--- src/hw/rtl/rc_pkg.sv ---
// Package for the radix converter: item types, register indexes, back-end states
// and the character/digit helper functions. No dependencies.
`timescale 1ns / 1ps

package rc_pkg;

  localparam int unsigned ValueBitsDef = 32;
  localparam int unsigned MaxDigitsDef = 32;
  localparam int unsigned BaseW        = 5;
  localparam int unsigned CharW        = 8;
  localparam int unsigned CfgIdxW      = 1;
  localparam int unsigned QueueDepth   = 2;

  localparam logic [BaseW-1:0] BaseMin   = BaseW'(2);
  localparam logic [BaseW-1:0] BaseMax   = BaseW'(17);
  localparam logic [BaseW-1:0] InBaseRst = BaseW'(10);
  localparam logic [BaseW-1:0] OutBaseRst = BaseW'(2);

  localparam logic [CharW-1:0] CharZero  = 8'h30;  // '0'
  localparam logic [CharW-1:0] CharNine  = 8'h39;  // '9'
  localparam logic [CharW-1:0] CharUpA   = 8'h41;  // 'A'
  localparam logic [CharW-1:0] CharUpG   = 8'h47;  // 'G'
  localparam logic [CharW-1:0] CharComma = 8'h2C;  // ','
  localparam logic [CharW-1:0] CharDot   = 8'h2E;  // '.'

  typedef enum logic [CfgIdxW-1:0] {
    CfgInBase  = 1'b0,
    CfgOutBase = 1'b1
  } cfg_idx_e;

  typedef enum logic [1:0] {
    StIdle,
    StDiv,
    StRead,
    StSend
  } back_state_e;

  typedef struct packed {
    logic [CharW-1:0] char_code;
    logic             last_char;
  } in_item_t;

  typedef struct packed {
    logic [CharW-1:0] digit_char;
    logic             last_digit;
    logic             overflow;
    logic             invalid;
  } out_item_t;

  // Status that travels with a finished numeral from front to back.
  typedef struct packed {
    logic overflow;
    logic invalid;
  } job_flags_t;

  typedef struct packed {
    logic             valid;
    logic [BaseW-1:0] value;
  } digit_t;

  function automatic logic [BaseW-1:0] clamp_base(input logic [BaseW-1:0] b);
    logic [BaseW-1:0] r;
    if (b < BaseMin) begin
      r = BaseMin;
    end else if (b > BaseMax) begin
      r = BaseMax;
    end else begin
      r = b;
    end
    return r;
  endfunction

  function automatic digit_t char_to_digit(input logic [CharW-1:0] c);
    digit_t r;
    logic [CharW-1:0] diff;
    r.valid = 1'b0;
    r.value = '0;
    if (c >= CharZero && c <= CharNine) begin
      diff    = c - CharZero;
      r.valid = 1'b1;
      r.value = diff[BaseW-1:0];
    end else if (c >= CharUpA && c <= CharUpG) begin
      diff    = c - CharUpA + CharW'(10);
      r.valid = 1'b1;
      r.value = diff[BaseW-1:0];
    end
    return r;
  endfunction

  function automatic logic [CharW-1:0] digit_to_char(input logic [BaseW-1:0] d);
    logic [CharW-1:0] r;
    if (d < BaseW'(10)) begin
      r = CharZero + CharW'(d);
    end else begin
      r = CharUpA + CharW'(d) - CharW'(10);
    end
    return r;
  endfunction

endpackage

--- src/hw/rtl/rc_ram.sv ---
// Generic single-port-write, single-port-read RAM with registered read data.
// No dependencies.
`timescale 1ns / 1ps

module rc_ram #(
  parameter int unsigned Width = 5,
  parameter int unsigned Depth = 32
) (
  input  logic                     clk_i,
  input  logic                     we_i,
  input  logic [$clog2(Depth)-1:0] waddr_i,
  input  logic [Width-1:0]         wdata_i,
  input  logic                     re_i,
  input  logic [$clog2(Depth)-1:0] raddr_i,
  output logic [Width-1:0]         rdata_o
);

  logic [Width-1:0] mem_q [Depth];
  logic [Width-1:0] rdata_q;

  always_ff @(posedge clk_i) begin
    if (we_i) begin
      mem_q[waddr_i] <= wdata_i;
    end
    if (re_i) begin
      rdata_q <= mem_q[raddr_i];
    end
  end

  assign rdata_o = rdata_q;

endmodule

--- src/hw/rtl/rc_front.sv ---
// Front end of the radix converter: takes characters, accumulates the integer value
// and hands finished numerals to the job queue. Depends on rc_pkg.
`timescale 1ns / 1ps

module rc_front import rc_pkg::*; #(
  parameter int unsigned ValueBits = ValueBitsDef
) (
  input  logic                 clk_i,
  input  logic                 rst_ni,
  input  logic [BaseW-1:0]     in_base_i,
  input  logic                 in_valid_i,
  output logic                 in_stall_o,
  input  in_item_t             in_item_i,
  output logic                 push_o,
  output logic [ValueBits-1:0] push_value_o,
  output job_flags_t           push_flags_o,
  input  logic                 queue_full_i
);

  localparam int unsigned ProdW = ValueBits + BaseW + 1;

  logic [ValueBits-1:0] acc_q, acc_d;
  logic                 frac_q, frac_d;
  logic                 ovf_q, ovf_d;
  logic                 inv_q, inv_d;

  logic                 accept;
  logic [BaseW-1:0]     base;
  digit_t               dig;
  logic [ProdW-1:0]     full_sum;

  assign in_stall_o = queue_full_i;
  assign accept     = in_valid_i && !queue_full_i;
  assign base       = clamp_base(in_base_i);
  assign dig        = char_to_digit(in_item_i.char_code);
  assign full_sum   = ProdW'(acc_q) * ProdW'(base) + ProdW'(dig.value);

  // Absorb one character into the numeral state.
  always_comb begin
    acc_d  = acc_q;
    frac_d = frac_q;
    ovf_d  = ovf_q;
    inv_d  = inv_q;
    if (!frac_q) begin
      if (in_item_i.char_code == CharComma || in_item_i.char_code == CharDot) begin
        frac_d = 1'b1;
      end else if (!dig.valid || dig.value >= base) begin
        inv_d = 1'b1;
      end else if (full_sum[ProdW-1:ValueBits] != '0) begin
        acc_d = '1;
        ovf_d = 1'b1;
      end else begin
        acc_d = full_sum[ValueBits-1:0];
      end
    end
  end

  assign push_o                = accept && in_item_i.last_char;
  assign push_value_o          = acc_d;
  assign push_flags_o.overflow = ovf_d;
  assign push_flags_o.invalid  = inv_d;

  always_ff @(posedge clk_i or negedge rst_ni) begin
    if (!rst_ni) begin
      acc_q  <= '0;
      frac_q <= 1'b0;
      ovf_q  <= 1'b0;
      inv_q  <= 1'b0;
    end else if (accept) begin
      if (in_item_i.last_char) begin
        acc_q  <= '0;
        frac_q <= 1'b0;
        ovf_q  <= 1'b0;
        inv_q  <= 1'b0;
      end else begin
        acc_q  <= acc_d;
        frac_q <= frac_d;
        ovf_q  <= ovf_d;
        inv_q  <= inv_d;
      end
    end
  end

endmodule

--- src/hw/rtl/rc_queue.sv ---
// Short register FIFO that holds finished numerals between front and back end.
// Depends on rc_pkg for the default depth.
`timescale 1ns / 1ps

module rc_queue import rc_pkg::*; #(
  parameter int unsigned Width = ValueBitsDef + 2,
  parameter int unsigned Depth = QueueDepth
) (
  input  logic             clk_i,
  input  logic             rst_ni,
  input  logic             push_i,
  input  logic [Width-1:0] wdata_i,
  output logic             full_o,
  input  logic             pop_i,
  output logic             empty_o,
  output logic [Width-1:0] rdata_o
);

  localparam int unsigned PtrW = (Depth > 1) ? $clog2(Depth) : 1;
  localparam int unsigned CntW = $clog2(Depth + 1);

  logic [Width-1:0] slot_q [Depth];
  logic [PtrW-1:0]  wr_ptr_q, rd_ptr_q;
  logic [CntW-1:0]  cnt_q;

  assign full_o  = (cnt_q == CntW'(Depth));
  assign empty_o = (cnt_q == '0);
  assign rdata_o = slot_q[rd_ptr_q];

  always_ff @(posedge clk_i) begin
    if (push_i) begin
      slot_q[wr_ptr_q] <= wdata_i;
    end
  end

  always_ff @(posedge clk_i or negedge rst_ni) begin
    if (!rst_ni) begin
      wr_ptr_q <= '0;
      rd_ptr_q <= '0;
      cnt_q    <= '0;
    end else begin
      if (push_i) begin
        wr_ptr_q <= (wr_ptr_q == PtrW'(Depth - 1)) ? '0 : wr_ptr_q + PtrW'(1);
      end
      if (pop_i) begin
        rd_ptr_q <= (rd_ptr_q == PtrW'(Depth - 1)) ? '0 : rd_ptr_q + PtrW'(1);
      end
      if (push_i && !pop_i) begin
        cnt_q <= cnt_q + CntW'(1);
      end else if (pop_i && !push_i) begin
        cnt_q <= cnt_q - CntW'(1);
      end
    end
  end

endmodule

--- src/hw/rtl/rc_back.sv ---
// Back end of the radix converter: splits a numeral into output digits by
// bit-serial division, stores them in the digit RAM and emits them MSD first.
// Depends on rc_pkg and rc_ram.
`timescale 1ns / 1ps

module rc_back import rc_pkg::*; #(
  parameter int unsigned ValueBits = ValueBitsDef,
  parameter int unsigned MaxDigits = MaxDigitsDef
) (
  input  logic                 clk_i,
  input  logic                 rst_ni,
  input  logic [BaseW-1:0]     out_base_i,
  input  logic                 job_empty_i,
  input  logic [ValueBits-1:0] job_value_i,
  input  job_flags_t           job_flags_i,
  output logic                 pop_o,
  output logic                 out_valid_o,
  input  logic                 out_stall_i,
  output out_item_t            out_item_o
);

  localparam int unsigned AddrW = $clog2(MaxDigits);
  localparam int unsigned CntW  = $clog2(MaxDigits + 1);
  localparam int unsigned BitW  = (ValueBits > 1) ? $clog2(ValueBits) : 1;

  back_state_e          state_q, state_d;
  logic [ValueBits-1:0] val_q;
  logic [BaseW-1:0]     rem_q;
  logic [BitW-1:0]      bit_q;
  logic [CntW-1:0]      cnt_q;
  logic [AddrW-1:0]     rd_idx_q;
  job_flags_t           flags_q;

  logic [BaseW-1:0]     base;
  logic [BaseW:0]       trial;
  logic                 q_bit;
  logic [BaseW:0]       trial_sub;
  logic [BaseW-1:0]     rem_next;
  logic [ValueBits-1:0] quot_next;
  logic                 digit_done;
  logic                 conv_done;
  logic                 ram_we;
  logic                 ram_re;
  logic [BaseW-1:0]     ram_rdata;

  assign base       = clamp_base(out_base_i);
  assign trial      = {rem_q, val_q[ValueBits-1]};
  assign q_bit      = (trial >= {1'b0, base});
  assign trial_sub  = trial - {1'b0, base};
  assign rem_next   = q_bit ? trial_sub[BaseW-1:0] : trial[BaseW-1:0];
  assign quot_next  = {val_q[ValueBits-2:0], q_bit};
  assign digit_done = (bit_q == BitW'(ValueBits - 1));
  assign conv_done  = digit_done &&
                      ((quot_next == '0) || (cnt_q == CntW'(MaxDigits - 1)));

  // Next state.
  always_comb begin
    state_d = state_q;
    case (state_q)
      StIdle: begin
        if (!job_empty_i) begin
          state_d = StDiv;
        end
      end
      StDiv: begin
        if (conv_done) begin
          state_d = StRead;
        end
      end
      StRead: begin
        state_d = StSend;
      end
      StSend: begin
        if (!out_stall_i) begin
          state_d = (rd_idx_q == '0) ? StIdle : StRead;
        end
      end
      default: begin
        state_d = StIdle;
      end
    endcase
  end

  // Control outputs.
  always_comb begin
    pop_o       = 1'b0;
    ram_we      = 1'b0;
    ram_re      = 1'b0;
    out_valid_o = 1'b0;
    case (state_q)
      StIdle: begin
        pop_o = !job_empty_i;
      end
      StDiv: begin
        ram_we = digit_done;
      end
      StRead: begin
        ram_re = 1'b1;
      end
      StSend: begin
        out_valid_o = 1'b1;
      end
      default: begin
        pop_o = 1'b0;
      end
    endcase
  end

  always_ff @(posedge clk_i or negedge rst_ni) begin
    if (!rst_ni) begin
      state_q  <= StIdle;
      val_q    <= '0;
      rem_q    <= '0;
      bit_q    <= '0;
      cnt_q    <= '0;
      rd_idx_q <= '0;
      flags_q  <= '0;
    end else begin
      state_q <= state_d;
      case (state_q)
        StIdle: begin
          val_q   <= job_value_i;
          flags_q <= job_flags_i;
          rem_q   <= '0;
          bit_q   <= '0;
          cnt_q   <= '0;
        end
        StDiv: begin
          val_q <= quot_next;
          if (digit_done) begin
            rem_q    <= '0;
            bit_q    <= '0;
            cnt_q    <= cnt_q + CntW'(1);
            rd_idx_q <= cnt_q[AddrW-1:0];
            if (conv_done && quot_next != '0) begin
              flags_q.overflow <= 1'b1;
            end
          end else begin
            rem_q <= rem_next;
            bit_q <= bit_q + BitW'(1);
          end
        end
        StSend: begin
          if (!out_stall_i && rd_idx_q != '0) begin
            rd_idx_q <= rd_idx_q - AddrW'(1);
          end
        end
        default: begin
          bit_q <= bit_q;
        end
      endcase
    end
  end

  rc_ram #(
    .Width(BaseW),
    .Depth(MaxDigits)
  ) u_digit_ram (
    .clk_i  (clk_i),
    .we_i   (ram_we),
    .waddr_i(cnt_q[AddrW-1:0]),
    .wdata_i(rem_next),
    .re_i   (ram_re),
    .raddr_i(rd_idx_q),
    .rdata_o(ram_rdata)
  );

  assign out_item_o.digit_char = digit_to_char(ram_rdata);
  assign out_item_o.last_digit = (rd_idx_q == '0);
  assign out_item_o.overflow   = flags_q.overflow;
  assign out_item_o.invalid    = flags_q.invalid;

endmodule

--- src/hw/rtl/radix_converter.sv ---
// Top level of the radix converter: configuration registers, front end, job queue
// and back end. Depends on rc_pkg, rc_front, rc_queue, rc_back and rc_ram.
//
// Usage: the input channel carries one ASCII character per item, with last_char
// marking the end of a numeral. Digits '0'-'9' and 'A'-'G' below in_base are
// accumulated; characters after the first ',' or '.' are ignored. The front end
// takes one character every cycle while the job queue is not full. When the last
// character of a numeral is taken, the numeral moves into a two-entry job queue,
// so the next numeral can stream in while the back end is still busy with the
// previous one. The back end divides by out_base one quotient bit per cycle,
// writing each finished output digit into the digit RAM. Once the numeral is
// fully divided, it reads the digits back from the digit RAM one at a time in the
// read state and presents each in the send state. Each digit item carries the
// overflow and invalid flags of its numeral, and last_digit marks the least
// significant digit. While out_stall_i is high the presented digit holds; once
// the queue is full, in_stall_o goes high. Reset sets in_base to 10 and out_base
// to 2 and empties the queue. The configuration port is always ready; write it
// only while the block is idle.
`timescale 1ns / 1ps

module radix_converter import rc_pkg::*; #(
  parameter int unsigned ValueBits = ValueBitsDef,
  parameter int unsigned MaxDigits = MaxDigitsDef
) (
  input  logic               clk_i,
  input  logic               rst_ni,
  input  logic               cfg_valid_i,
  output logic               cfg_ready_o,
  input  logic [CfgIdxW-1:0] cfg_index_i,
  input  logic [BaseW-1:0]   cfg_data_i,
  input  logic               in_valid_i,
  output logic               in_stall_o,
  input  in_item_t           in_item_i,
  output logic               out_valid_o,
  input  logic               out_stall_i,
  output out_item_t          out_item_o
);

  localparam int unsigned JobW = ValueBits + 2;

  logic [BaseW-1:0]     in_base_q;
  logic [BaseW-1:0]     out_base_q;

  logic                 push;
  logic [ValueBits-1:0] push_value;
  job_flags_t           push_flags;
  logic                 queue_full;
  logic                 queue_empty;
  logic                 pop;
  logic [JobW-1:0]      job_word;
  job_flags_t           job_flags;

  // Configuration registers. The port never needs to wait.
  assign cfg_ready_o = 1'b1;

  always_ff @(posedge clk_i or negedge rst_ni) begin
    if (!rst_ni) begin
      in_base_q  <= InBaseRst;
      out_base_q <= OutBaseRst;
    end else if (cfg_valid_i) begin
      case (cfg_idx_e'(cfg_index_i))
        CfgInBase: begin
          in_base_q <= cfg_data_i;
        end
        CfgOutBase: begin
          out_base_q <= cfg_data_i;
        end
        default: begin
          in_base_q <= in_base_q;
        end
      endcase
    end
  end

  rc_front #(
    .ValueBits(ValueBits)
  ) u_front (
    .clk_i       (clk_i),
    .rst_ni      (rst_ni),
    .in_base_i   (in_base_q),
    .in_valid_i  (in_valid_i),
    .in_stall_o  (in_stall_o),
    .in_item_i   (in_item_i),
    .push_o      (push),
    .push_value_o(push_value),
    .push_flags_o(push_flags),
    .queue_full_i(queue_full)
  );

  // Each queued job is the final value with its two status flags below it.
  rc_queue #(
    .Width(JobW),
    .Depth(QueueDepth)
  ) u_queue (
    .clk_i  (clk_i),
    .rst_ni (rst_ni),
    .push_i (push),
    .wdata_i({push_value, push_flags}),
    .full_o (queue_full),
    .pop_i  (pop),
    .empty_o(queue_empty),
    .rdata_o(job_word)
  );

  assign job_flags = job_flags_t'(job_word[1:0]);

  rc_back #(
    .ValueBits(ValueBits),
    .MaxDigits(MaxDigits)
  ) u_back (
    .clk_i      (clk_i),
    .rst_ni     (rst_ni),
    .out_base_i (out_base_q),
    .job_empty_i(queue_empty),
    .job_value_i(job_word[JobW-1:2]),
    .job_flags_i(job_flags),
    .pop_o      (pop),
    .out_valid_o(out_valid_o),
    .out_stall_i(out_stall_i),
    .out_item_o (out_item_o)
  );

endmodule
--- config.mk ---
export PLATFORM = sky130hd
export DESIGN_NAME = radix_converter
export DESIGN_NICKNAME = d
export VERILOG_FILES = /design/src/hw/rtl/rc_pkg.sv /design/src/hw/rtl/rc_ram.sv /design/src/hw/rtl/rc_front.sv /design/src/hw/rtl/rc_queue.sv /design/src/hw/rtl/rc_back.sv /design/src/hw/rtl/radix_converter.sv
export SDC_FILE = /design/constraint.sdc
export NUM_CORES = 1
export LEC_CHECK = 0
export ABC_AREA = 1
export BUFFER_PORTS_ARGS = -buffer_cell sky130_fd_sc_hd__buf_4
export CAP_MARGIN = 20
export CORE_AREA = 2 2 193 195
export CTS_BUF_LIST = sky130_fd_sc_hd__clkbuf_4 sky130_fd_sc_hd__clkbuf_8
export CTS_CLUSTER_SIZE = 20
export DETAILED_ROUTE_END_ITERATION = 8
export DIE_AREA = 0 0 195 197
export PLACE_DENSITY_LB_ADDON = 0.15
export SYNTH_ARGS = -nofsm -noshare
export SYNTH_HDL_FRONTEND = slang
export SYNTH_SLANG_ARGS = --single-unit
--- constraint.sdc ---
create_clock -name clk_i -period 5.57 [get_ports clk_i]
set_input_delay 0.8355 -clock clk_i [delete_from_list [all_inputs] [get_ports clk_i]]
set_output_delay 0.8355 -clock clk_i [all_outputs]
set_load 0.02 [all_outputs]
==> results by group, run 1 <==
Place
  – Placed wire-length estimate after detailed placement: between 30,000 and 40,000 um
  – Buffers on Ports: 31
  – Pre-CTS worst setup slack: -0.0278 ns
  – Weighted congestion at the end of routability-driven global placement: about 0.95

Worst setup path
  – Register-to-register path setup slack: between 0.3 and 0.4 ns
  – Length in cells of the worst reg-to-reg path: 24
  – Critical R2R Launch: in_base_q[3]
  – Start point of the critical path: in_base_q[3]
  – CP max FO: 29
  – Critical-path cell list: inv_1 > nor2_1 > inv_1 > buf_12 > nor2_1 > fa_1 > fa_1 > inv_1 > fa_1 > inv_1 > ha_1 > nand2_1 > inv_1 > a21oi_2 > o21ai_1 > a21oi_2 > nand2_1 > nand2_1 > nand3_4 > nor2_8 > buf_6 > nand4_1 > nand2_1 > inv_1
  – Worst endpoint data arrival time: approximately 5.5 ns
  – Most common cell on crit path: sky130_fd_sc_hd__inv_1
  – Crit path capture type: flip-flop
  – Crit path max-delay cell type: sky130_fd_sc_hd__dfstp_2
  – Worst Setup Start Kind: flip-flop
  – Worst Path Required: around 6 ns
  – Type of the worst setup path: reg2reg
  – Worst stage delay on the critical path: between 0.5 and 0.6 ns
  – Endpoint of the lowest-slack register-to-register path: u_queue.slot_q[0][33]

Synth
  – Most common flop cell mapped by yosys: sky130_fd_sc_hd__edfxtp_1
  – Warnings from Yosys: 0
  – Top cells by area in the synthesized netlist: sky130_fd_sc_hd__edfxtp_1 (33%), sky130_fd_sc_hd__dfrtp_1 (12%), sky130_fd_sc_hd__fa_1 (8.9%)
  – Fraction of the yosys area taken by sequential cells: 0.449
  – Synth Instances: 2,425
  – Number of nets in the synthesized netlist: 2,641
  – Avg Synthesized Cell Area: 8.87 um2
  – Ys async rst share: 0.313
  – Cell Area, Synth: 0.0215 mm2
  – Share of Yosys cell area claimed by the top area cell type: 0.325
  – Number of synthesized register bits: 339
  – Distinct cells, synth: 53
  – Synth area leader: sky130_fd_sc_hd__edfxtp_1
  – EDFF count, synth: roughly 230

Power
  – Clk network pwr share: 0.256
  – Max VDD drop: 0.000326 V
  – Internal power: 5.14 mW
  – Lkg Pwr: approximately 11 nW
  – Switching Share: 0.337
  – Gate power share: 0.282
  – Net Switching: ~2.6 mW
  – Sum of internal, switching and leakage power: 7.75 mW
  – Cell area power density: between 300 and 400 mW/mm2
  – Sequential share of power: 0.462

Final layout
  – Most frequent cells in the layout: sky130_fd_sc_hd__nand2_1 (472), sky130_fd_sc_hd__inv_1 (428), sky130_fd_sc_hd__nor2_1 (331)
  – Number of inserted filler cells in the final layout: a little over 3,000
  – Number of diodes: 0
  – Synthesis-to-layout area growth: 8.87%
  – Most common cell after layout, fill and taps aside: sky130_fd_sc_hd__nand2_1
  – Net count reported at finish: ~2,700
  – Fraction of layout instances using a drive strength above 1: 0.100
  – Final Util: 0.646

GRT
  – Fraction of met3 tracks used by global routing: 0.0318
  – Global-route wire length before repair: ~85,000 um
  – Global Route Usage Sum: 0.275
  – Most crowded layer after global routing: met2
  – Grt met2 use: 0.461
  – Via count of the first global-routing pass: 16,600
  – Met1 GRT Util: 0.377
  – Pin count of the biggest net entering global routing: a little over 80
  – Initial antenna violation count: 0
  – Gr ovfl total: 0

STA
  – Transition time at the pin with the least slew margin: ~1.1 ns
  – Worst setup slack after layout: roughly 0.38 ns
  – Max Freq: 193 MHz
  – Number of failing setup endpoints in the final timing report: 0
  – Worst-case clock skew: about 0.035 ns
  – Min Clock Period, post-route: roughly 5.2 ns
  – Count of final max-slew check failures: 0
  – Final Hold Fails: 0
  – Final worst-path cycle share: 0.933
  – Setup repair after global routing missed its margin: no
  – Worst relative slew slack: 0.272

Clock network
  – Clock sink count: around 340
  – Number of setup buffers added after CTS: 0
  – TritonCTS buffer count: 50
  – Clock tree buffer depth: 3
  – Clock root cell: sky130_fd_sc_hd__clkbuf_8
  – H-tree depth: 2
  – Clock input transition at the sequential cells of the worst setup and hold paths: around 0.07 ns
  – TritonCTS clock tree: yes
  – Insertion delay to the later sink of the worst-skew pair: approximately 0.59 ns

Run status
  – Run status: finished, final reports clean

Routing
  – Total number of vias: approximately 16,000
  – Wire per inst: 17.1 um
  – Final wirelength: 50,900 um
  – Initial DRC count: about 1,200
  – DRC violations left: 0
  – Antenna-violating nets left: 0
  – Number of detailed-route iterations in the first pass: 6
  – Via/cell ratio: between 5 and 6

Job
  – Max-cap violations: 0

Floorplanning
  – Count of pins on the block boundary: 34
  – Horiz. Die Dim: 195 um
  – Starting density of the core: 0.593
  – Die ar.: just under 0.04 mm2
  – Number of placement rows: 70
  – Floorplan core area: between 0.03 and 0.04 mm2
  – Vertical die dimension: a little under 200 um

Hold path
  – Worst hold path class: in2async
## through the flow
stage | hold slack, ns | cells | cell area (um2) | setup TNS (ns)
4_1_cts | 0.402 | 2971 | 23300 | 0
6_report | 0.372 | 2974 | 23400 | 0
3_5_place_dp | 0.488 | 2878 | 22300 | -0.269
5_1_grt | 0.435 | 2974 | 23400 | 0
2_1_floorplan | 0.453 | 2425 | 21500 | 0
3_3_place_gp | 0.474 | 2878 | 22300 | 0
## synthesized netlist by cell type, drive strengths merged, types with 2 or more instances
master	number
conb	2
clkbuf	68
o21bai	9
nor2	343
o211ai	13
inv	438
nand2	489
clkinv	3
dfstp	3
nor4	10
o221ai	42
nand4	42
o22ai	32
o21ai	175
a31oi	3
xor2	17
or2	4
dfrtp	103
nor3	15
nand3	83
buf	17
a22o	3
o21a	2
ha	100
fa	96
xnor2	17
edfxtp	233
a21oi	56
## worst max-delay path by stage
stage | to | cells after the start
final | u_queue.slot_q[0][33] | 24
after CTS | u_queue.slot_q[0][33] | 30
after detailed placement | u_queue.slot_q[1][31] | 33
after global placement | u_queue.slot_q[0][33] | 32
after global routing | u_queue.slot_q[1][33] | 30
after floorplan | u_queue.slot_q[0][3] | 31
## kinds of logic (layout without fill, tap and decap cells)
logic type	count (synthesis)	after routing	synth area share
xor+xnor	34	34	0.0138
flops	339	339	0.449
fa+ha+maj	197	197	0.148
compound gates	339	339	0.0931
simple gates	988	988	0.200
buf+inv	526	607	0.0957
other cells	2	2	0.000349
## repair_timing
| action | 4_1_cts | 5_1_grt |
|---|---|---|
| hold endpoints to repair | 0 | 0 |
| gates resized for setup | 0 | 6 |
| endpoints found under the setup margin | 0 | 81 |
| hold buffers | 0 | 0 |
## state kept, by name (all words and copies together), names as in the netlist, 2 cells and up
name	flops
out_base_q	5
u_front.acc_q	32
u_back.rd_idx_q	5
u_queue.cnt_q	2
u_back.u_digit_ram.mem_q	160
in_base_q	5
u_back.u_digit_ram.rdata_o	5
u_back.rem_q	5
u_back.out_item_o	2
u_back.state_q	2
u_back.val_q	32
u_back.bit_q	5
u_queue.slot_q	68
u_back.cnt_q	6
## power groups by stage
stage | Combinational (mW) | Sequential (mW) | Clock [mW]
floorplan | 1.36 | 3.58 | 0
global placement | 2.00 | 3.63 | 0
detailed placement | 2.04 | 3.64 | 0
CTS | 2.05 | 3.59 | 2.02
global route | 2.43 | 3.60 | 2.13
finish | 2.19 | 3.58 | 1.99
## worst max-delay path: cells and delay by family (launching register included)
kind | cells | cell delay (ns)
compound gates | 3 | 0.58
simple gates | 9 | 1.07
fa+ha+maj | 4 | 1.92
flops | 1 | 0.56
buf+inv | 8 | 0.76
## routing by layer
| metal | routed length [um] | vias up |
|---|---|---|
| met5 | 0 | - |
| met2 | 24200 | 493 |
| met4 | 1530 | 0 |
| met3 | 2430 | 95 |
| met1 | 22700 | 7806 |
| li1 | - | 7918 |
## layout make-up
| cell class | instances | area, um2 | share of cell area |
|---|---|---|---|
| Sequential cell | 339 | 9650 | 0.412 |
| Timing Repair Buffer | 73 | 678 | 0.0290 |
| Clock inverter | 22 | 98.8 | 0.00422 |
| Inverter | 441 | 1660 | 0.0708 |
| Tap cell | 468 | 586 | 0.0250 |
| Clock buffer | 71 | 902 | 0.0385 |
| Multi-Input combinational cell | 1560 | 9840 | 0.420 |
(Power assumes the default switching activity.)
==> run 2: changes to the inputs <==
ABC_AREA = unset   (was 1)
CORE_AREA = 2 2 189 191   (was 2 2 193 195)
DIE_AREA = 0 0 191 193   (was 0 0 195 197)
==> results by group, run 2 <==
Routing
  – Top routing layer in use: met4
  – Initial DRC count: about 1,200
  – Via/cell ratio: just under 6
  – Total number of vias: approximately 15,000
  – Number of detailed-route iterations in the first pass: 5
  – Met3 routed WL: 2890 um
  – Final wirelength: roughly 50,000 um
  – Routed met2 length: between 20,000 and 30,000 um
  – Wire per inst: 20.5 um
  – Met1 routed wirelength after detailed routing: between 20,000 and 25,000 um
  – Antenna-violating nets left: 0
  – DRC violations left: 0

Synth
  – Area fraction in compound gates after synthesis: 0.0987
  – Basic-gate share of the synthesized area counting and, or, nand and nor cells: 0.129
  – Top cells by instance count after synthesis: sky130_fd_sc_hd__edfxtp_1 (233), sky130_fd_sc_hd__inv_1 (187), sky130_fd_sc_hd__nor2_1 (160), sky130_fd_sc_hd__nand2_1 (151), sky130_fd_sc_hd__and2_1 (144)
  – Synth area leader: sky130_fd_sc_hd__edfxtp_1
  – Synthesized-area fraction occupied by xor and xnor cells: 0.0187
  – Ys async rst share: 0.313
  – Main combinational cell family by area after synthesis: adder cells
  – Adder-cell share of the synthesized area: 0.154
  – Number of synthesized register bits: 339
  – Most frequent cell after synthesis: sky130_fd_sc_hd__edfxtp_1
  – EDFF count, synth: 233
  – Proportion of synthesized area in mux cells: 0.0797
  – Share of Yosys cell area claimed by the top area cell type: 0.339
  – Distinct cells, synth: 65
  – Most common flop cell mapped by yosys: sky130_fd_sc_hd__edfxtp_1
  – Synth Instances: 1,840
  – Fraction of the yosys area taken by sequential cells: 0.467
  – Cell Area, Synth: 0.0206 mm2
  – Avg Synthesized Cell Area: 11.2 um2
  – Number of nets in the synthesized netlist: approximately 2,000
  – Top cells by area in the synthesized netlist: sky130_fd_sc_hd__edfxtp_1 (34%), sky130_fd_sc_hd__dfrtp_1 (12%), sky130_fd_sc_hd__fa_1 (9.3%)
  – Warnings from Yosys: 0

Run status
  – Violations in the final reports: negative setup slack
  – Run status: finished, violations left

Floorplanning
  – Starting density of the core: 0.591
  – Number of placement rows: 69
  – Count of pins on the block boundary: 34
  – Vertical die dimension: about 190 um
  – Horiz. Die Dim: ~190 um
  – Floorplan core area: around 0.035 mm2
  – Die ar.: ~0.037 mm2

Final layout
  – Flip-flop count of the largest register, all copies and words added: 160
  – Most frequent cells in the layout: sky130_fd_sc_hd__edfxtp_1 (233), sky130_fd_sc_hd__inv_1 (177), sky130_fd_sc_hd__buf_4 (171)
  – Fraction of layout instances using a drive strength above 1: 0.259
  – Most common cell after layout, fill and taps aside: sky130_fd_sc_hd__edfxtp_1
  – Largest registers: u_back.u_digit_ram.mem_q (160), u_queue.slot_q (68)
  – Synthesis-to-layout area growth: 19.9%
  – Net count reported at finish: roughly 2,200
  – Most flop-heavy register: u_back.u_digit_ram.mem_q
  – Cell area after layout: between 0.02 and 0.025 mm2

Power
  – Cell area power density: approximately 340 mW/mm2
  – Max VDD drop: 0.000335 V
  – Lkg Pwr: ~10 nW

Worst setup path
  – Crit path capture type: flip-flop
  – Family with the most delay on the worst path: adder cells
  – CP max FO: 8
  – Length in cells of the worst reg-to-reg path: 22
  – Crit path max-delay cell type: sky130_fd_sc_hd__fa_1
  – Type of the worst setup path: in2reg
  – Worst Path Required: approximately 6 ns
  – Start point of the critical path: in_item_i[5]
  – CP endpoint: u_queue.slot_q[0][21]
  – Worst stage delay on the critical path: a little under 0.5 ns
  – Critical R2R Launch: in_base_q[3]
  – Critical-path cell list: buf_6 > nand2b_4 > or4_4 > nor2_4 > and2_4 > inv_2 > fa_1 > fa_1 > inv_1 > fa_1 > ha_4 > buf_6 > o211ai_1 > o21ai_2 > o21ai_2 > o41ai_4 > a311oi_2 > xnor2_1 > a211oi_2 > and3_4 > buf_12 > buf_16 > a31oi_2
  – Most common cell on crit path: sky130_fd_sc_hd__fa_1
  – Worst endpoint data arrival time: about 6.0 ns
  – Worst Setup Start Kind: primary input
  – Endpoint of the lowest-slack register-to-register path: u_queue.slot_q[0][21]
  – Buffers plus inverters on the worst setup path: 6
  – Register-to-register path setup slack: -0.09 ns
  – Stages on the worst setup path: 23

Clock network
  – TritonCTS buffer count: 51
  – Clock tree buffer depth: 3
  – H-tree depth: 2
  – Insertion delay to the later sink of the worst-skew pair: between 0.5 and 0.6 ns
  – Post-cts hold buffer count: 0
  – Clock sink count: ~340
  – Clock input transition at the sequential cells of the worst setup and hold paths: ~0.06 ns
  – Clock root cell: sky130_fd_sc_hd__clkbuf_8
  – TritonCTS clock tree: yes

Place
  – Buffers on Ports: 31
  – Placed wire-length estimate after detailed placement: about 35,000 um
  – Placed cell areas: between 0.02 and 0.025 mm2
  – Weighted congestion at the end of routability-driven global placement: around 0.89

STA
  – Final worst-path cycle share: 1.02
  – Min Clock Period, post-route: ~5.7 ns
  – Max Freq: 176 MHz
  – Number of failing setup endpoints in the final timing report: between 50 and 60
  – Final Hold Fails: 0
  – Worst setup slack after layout: -0.117 ns
  – Worst-case clock skew: 0.0229 ns
  – Setup repair after global routing missed its margin: yes
  – Hold slack final: 0.367 ns
  – Count of final max-slew check failures: 0
  – Transition time at the pin with the least slew margin: ~1.1 ns
  – Total negative slack for setup checks: -3.57 ns
  – Worst relative slew slack: 0.280

Hold path
  – Worst hold path class: in2async

Job
  – Max-cap violations: 0

GRT
  – Initial antenna violation count: 2
  – Gr ovfl total: 0
  – Via count of the first global-routing pass: around 15,000
  – Global-route wire length before repair: approximately 80,000 um
  – Global Route Usage Sum: 0.282
  – Pin count of the biggest net entering global routing: between 80 and 90
run 2: cell count changes in the layout (fill, tap and decap cells not counted), sizes merged, moves of 50 or more:
cell	delta
inv	-250
nand3	-65
buf	+124
mux4	+50
nor2	-183
nand2	-338
and2	+143
o21ai	-86
run 2: worst min path at each step:
stage	slack [ns]	startpoint	to
floorplan	0.44	u_front.ovf_q	u_front.ovf_q
global placement	0.46	u_front.ovf_q	u_front.ovf_q
detailed placement	0.47	u_front.ovf_q	u_front.ovf_q
CTS	0.39	rst_ni	u_back.out_item_o[0]
global route	0.43	rst_ni	u_back.out_item_o[0]
finish	0.37	rst_ni	u_back.out_item_o[0]
run 2: final cells by class:
class                   count  area [um2]
fillers                  2443       10200
inverters                 187         702
flip-flops and latches    339        9660
multi-input cells        1224       10900
well taps                 461         577
repair buffers            200        1790
clock inverters            12         129
diodes                      2        5.00
clock buffers              84        1010
run 2: power breakdown:
part	switching (mW)	internal (mW)	leakage (nW)
Combinational	1.50	0.967	6.06
Sequential	0.356	3.39	3.51
Clock	0.951	1.24	0.605
run 2: per-layer routing:
metal,global-route usage,vias to the layer above
li1,-,6748
met3,0.0373,89
met2,0.491,474
met1,0.368,7386
met4,0.0945,0
met5,0,-
run 2: logic make-up after synthesis:
family,after synthesis
other,2
multiplexers,100
AND/OR/NAND/NOR,552
XOR/XNOR,44
flip-flops,339
adder cells (fa/ha/maj),196
buffers and inverters,277
AO/OA/AOI/OAI,330
run 2: worst register-to-register path: stages, from the launching register on:
cell and delay [ns]:
sky130_fd_sc_hd__dfstp_2 0.59, sky130_fd_sc_hd__nor2b_4 0.16, sky130_fd_sc_hd__buf_6 0.14, sky130_fd_sc_hd__buf_12 0.14
sky130_fd_sc_hd__buf_6 0.11, sky130_fd_sc_hd__nand2_2 0.05, sky130_fd_sc_hd__fa_1 0.47, sky130_fd_sc_hd__fa_1 0.55
sky130_fd_sc_hd__inv_1 0.05, sky130_fd_sc_hd__fa_1 0.48, sky130_fd_sc_hd__ha_4 0.29, sky130_fd_sc_hd__buf_6 0.09
sky130_fd_sc_hd__o211ai_1 0.13, sky130_fd_sc_hd__o21ai_2 0.32, sky130_fd_sc_hd__o21ai_2 0.13, sky130_fd_sc_hd__o41ai_4 0.39
sky130_fd_sc_hd__a311oi_2 0.17, sky130_fd_sc_hd__xnor2_1 0.17, sky130_fd_sc_hd__a211oi_2 0.28, sky130_fd_sc_hd__and3_4 0.30
sky130_fd_sc_hd__buf_12 0.14, sky130_fd_sc_hd__buf_16 0.14, sky130_fd_sc_hd__a31oi_2 0.10
run 2: per-stage QoR:
step	util	cells	worst slack, ns	power, mW
2_1_floorplan	-	1840	0.00276	5.27
6_report	0.708	2509	-0.117	8.41
5_1_grt	0.708	2509	-0.213	8.82
3_5_place_dp	0.635	2359	-0.624	6.21
3_3_place_gp	0.635	2359	-0.451	6.12
4_1_cts	0.682	2482	-0.0123	8.41
run 2: repair_timing:
item | CTS | global route
gates cloned | 3 | 4
endpoints found under the setup margin | 96 | 99
gates resized for setup | 59 | 126
pin swaps | 23 | 103
buffers inserted | 24 | 27
==> run 3: changes to the inputs <==
CTS_BUF_LIST = sky130_fd_sc_hd__clkbuf_8   (was sky130_fd_sc_hd__clkbuf_4 sky130_fd_sc_hd__clkbuf_8)
==> results by group, run 3 (synthesized netlist as in run 2, its figures left out) <==
Worst setup path
  – Crit path capture type: flip-flop
  – Worst Setup Start Kind: flip-flop
  – Type of the worst setup path: reg2reg
  – Worst endpoint data arrival time: between 5 and 6 ns
  – CP max FO: 8
  – Worst Path Required: between 5 and 6 ns

Final layout
  – Most flop-heavy register: u_back.u_digit_ram.mem_q
  – Final Util: 0.696
  – Largest registers: u_back.u_digit_ram.mem_q (160), u_queue.slot_q (68)
  – Net count reported at finish: around 2,200
  – Cell area after layout: about 0.024 mm2
  – Fraction of layout instances using a drive strength above 1: 0.224
  – Flip-flop count of the largest register, all copies and words added: 160
  – Synthesis-to-layout area growth: 17.9%
  – Most frequent cells in the layout: sky130_fd_sc_hd__edfxtp_1 (233), sky130_fd_sc_hd__inv_1 (205), sky130_fd_sc_hd__buf_4 (163)
  – Most common cell after layout, fill and taps aside: sky130_fd_sc_hd__edfxtp_1

Floorplanning
  – Number of placement rows: 69
  – Starting density of the core: 0.591
  – Floorplan core area: 0.0350 mm2
  – Horiz. Die Dim: approximately 190 um
  – Die ar.: 0.0369 mm2
  – Count of pins on the block boundary: 34
  – Vertical die dimension: slightly below 200 um

Job
  – Max-cap violations: 0

Clock network
  – TritonCTS clock tree: yes
  – Insertion delay to the later sink of the worst-skew pair: roughly 0.60 ns
  – TritonCTS buffer count: 51
  – Clock tree buffer depth: 3
  – Clock input transition at the sequential cells of the worst setup and hold paths: roughly 0.07 ns
  – H-tree depth: 2
  – Clock root cell: sky130_fd_sc_hd__clkbuf_8
  – Clock sink count: ~340
  – Post-cts hold buffer count: 0

STA
  – Number of failing setup endpoints in the final timing report: 76
  – Final worst-path cycle share: 1.02
  – Max Freq: 177 MHz
  – Setup repair after global routing missed its margin: yes
  – Worst relative slew slack: 0.280
  – Final Hold Fails: 0
  – Worst-case clock skew: roughly 0.028 ns
  – Count of final max-slew check failures: 0
  – Worst setup slack after layout: -0.0870 ns
  – Min Clock Period, post-route: ~5.7 ns
  – Transition time at the pin with the least slew margin: 1.08 ns

GRT
  – Initial antenna violation count: 1
  – Global-route wire length before repair: 80,100 um
  – Gr ovfl total: 0
  – Via count of the first global-routing pass: 14,700
  – Pin count of the biggest net entering global routing: 81
  – Global Route Usage Sum: 0.282

Place
  – Placed wire-length estimate after detailed placement: ~35,000 um
  – Buffers on Ports: 31
  – Weighted congestion at the end of routability-driven global placement: 0.890
  – Placed cell areas: approximately 0.022 mm2

Routing
  – Final wirelength: approximately 50,000 um
  – Number of detailed-route iterations in the first pass: 5
  – Total number of vias: between 10,000 and 15,000
  – DRC violations left: 0
  – Via/cell ratio: ~5.8
  – Wire per inst: 20.3 um
  – Antenna-violating nets left: 0
  – Initial DRC count: 1,165

Run status
  – Run status: finished, violations left
  – Violations in the final reports: negative setup slack

Hold path
  – Worst hold path class: in2async

Power
  – Sum of internal, switching and leakage power: slightly above 8 mW
  – Max VDD drop: 0.000334 V
  – Cell area power density: 340 mW/mm2
  – Lkg Pwr: around 10 nW
## run 3: cell count changes in the layout (fill, tap and decap cells not counted), sizes merged
cell,change
clkbuf,-23
diode,-1
inv,+24
buf,-7
## run 3: cell type report
cell class	count	area, um2
multi-input combinational	1224	10600
tap	461	577
antenna	1	2.50
inverter	187	702
fill	2519	10600
timing repair buffer	194	1800
clock inverter	36	219
sequential	339	9660
clock buffer	60	826
## run 3: what timing repair did
action / CTS / global route
pin swaps: 14 / 43
cloned: 4 / 4
resized for setup: 48 / 82
setup endpoints to repair: 96 / 99
buffers inserted: 24 / 16
## run 3: per-stage QoR
step                hold slack, ns  worst slack (ns)  setup TNS [ns]  instances
CTS                          0.392           0.00672               0       2482
global route                 0.434            -0.218          -16.36       2502
detailed placement           0.469            -0.624          -57.57       2359
floorplan                    0.441           0.00276               0       1840
global placement             0.457            -0.451          -42.65       2359
finish                       0.376           -0.0870           -3.82       2502
## run 3: path summary, 6_finish.rpt
| kind | start | end | slack [ns] | depth (start not counted) |
|---|---|---|---|---|
| max in group asynchronous | rst_ni | u_back.state_q[1] | 4.01 | 2 |
| max reg2reg | in_base_q[3] | u_queue.slot_q[1][24] | -0.09 | 23 |
| max | in_base_q[3] | u_queue.slot_q[1][24] | -0.09 | 23 |
| min in group clk_i | u_front.ovf_q | u_front.ovf_q | 0.50 | 2 |
| min | rst_ni | u_back.out_item_o[0] | 0.38 | 1 |
| min reg2reg | u_front.ovf_q | u_front.ovf_q | 0.50 | 2 |
## run 3: where the power goes
| group | internal (mW) | total [mW] | switching [mW] |
|---|---|---|---|
| registers | 3.39 | 3.74 | 0.354 |
| clock network | 1.08 | 2.04 | 0.960 |
| logic | 0.993 | 2.50 | 1.51 |
| total | 5.46 | 8.28 | 2.82 |
## run 3: critical path: stages (launching register included)
cell,delay [ns]
sky130_fd_sc_hd__dfstp_2,0.40
sky130_fd_sc_hd__buf_4,0.14
sky130_fd_sc_hd__o32ai_4,0.30
sky130_fd_sc_hd__nand2_4,0.15
sky130_fd_sc_hd__buf_4,0.19
sky130_fd_sc_hd__clkbuf_16,0.16
sky130_fd_sc_hd__and2_1,0.16
sky130_fd_sc_hd__ha_1,0.31
sky130_fd_sc_hd__fa_1,0.50
sky130_fd_sc_hd__inv_1,0.06
sky130_fd_sc_hd__fa_1,0.59
sky130_fd_sc_hd__inv_2,0.06
sky130_fd_sc_hd__ha_4,0.26
sky130_fd_sc_hd__buf_4,0.13
sky130_fd_sc_hd__nand4_1,0.15
sky130_fd_sc_hd__buf_4,0.18
sky130_fd_sc_hd__buf_4,0.13
sky130_fd_sc_hd__o41ai_4,0.29
sky130_fd_sc_hd__a311oi_2,0.17
sky130_fd_sc_hd__xnor2_1,0.17
sky130_fd_sc_hd__a211oi_2,0.24
sky130_fd_sc_hd__and3_4,0.32
sky130_fd_sc_hd__clkbuf_16,0.19
sky130_fd_sc_hd__a31oi_1,0.11
## run 3: routing by layer
| layer | track usage | routed length, um | up-vias |
|---|---|---|---|
| met3 | 0.0375 | 2560 | 88 |
| met5 | 0 | 0 | - |
| met1 | 0.375 | 20900 | 7312 |
| li1 | - | - | 6735 |
| met2 | 0.483 | 25900 | 439 |
| met4 | 0.0921 | 1460 | 0 |
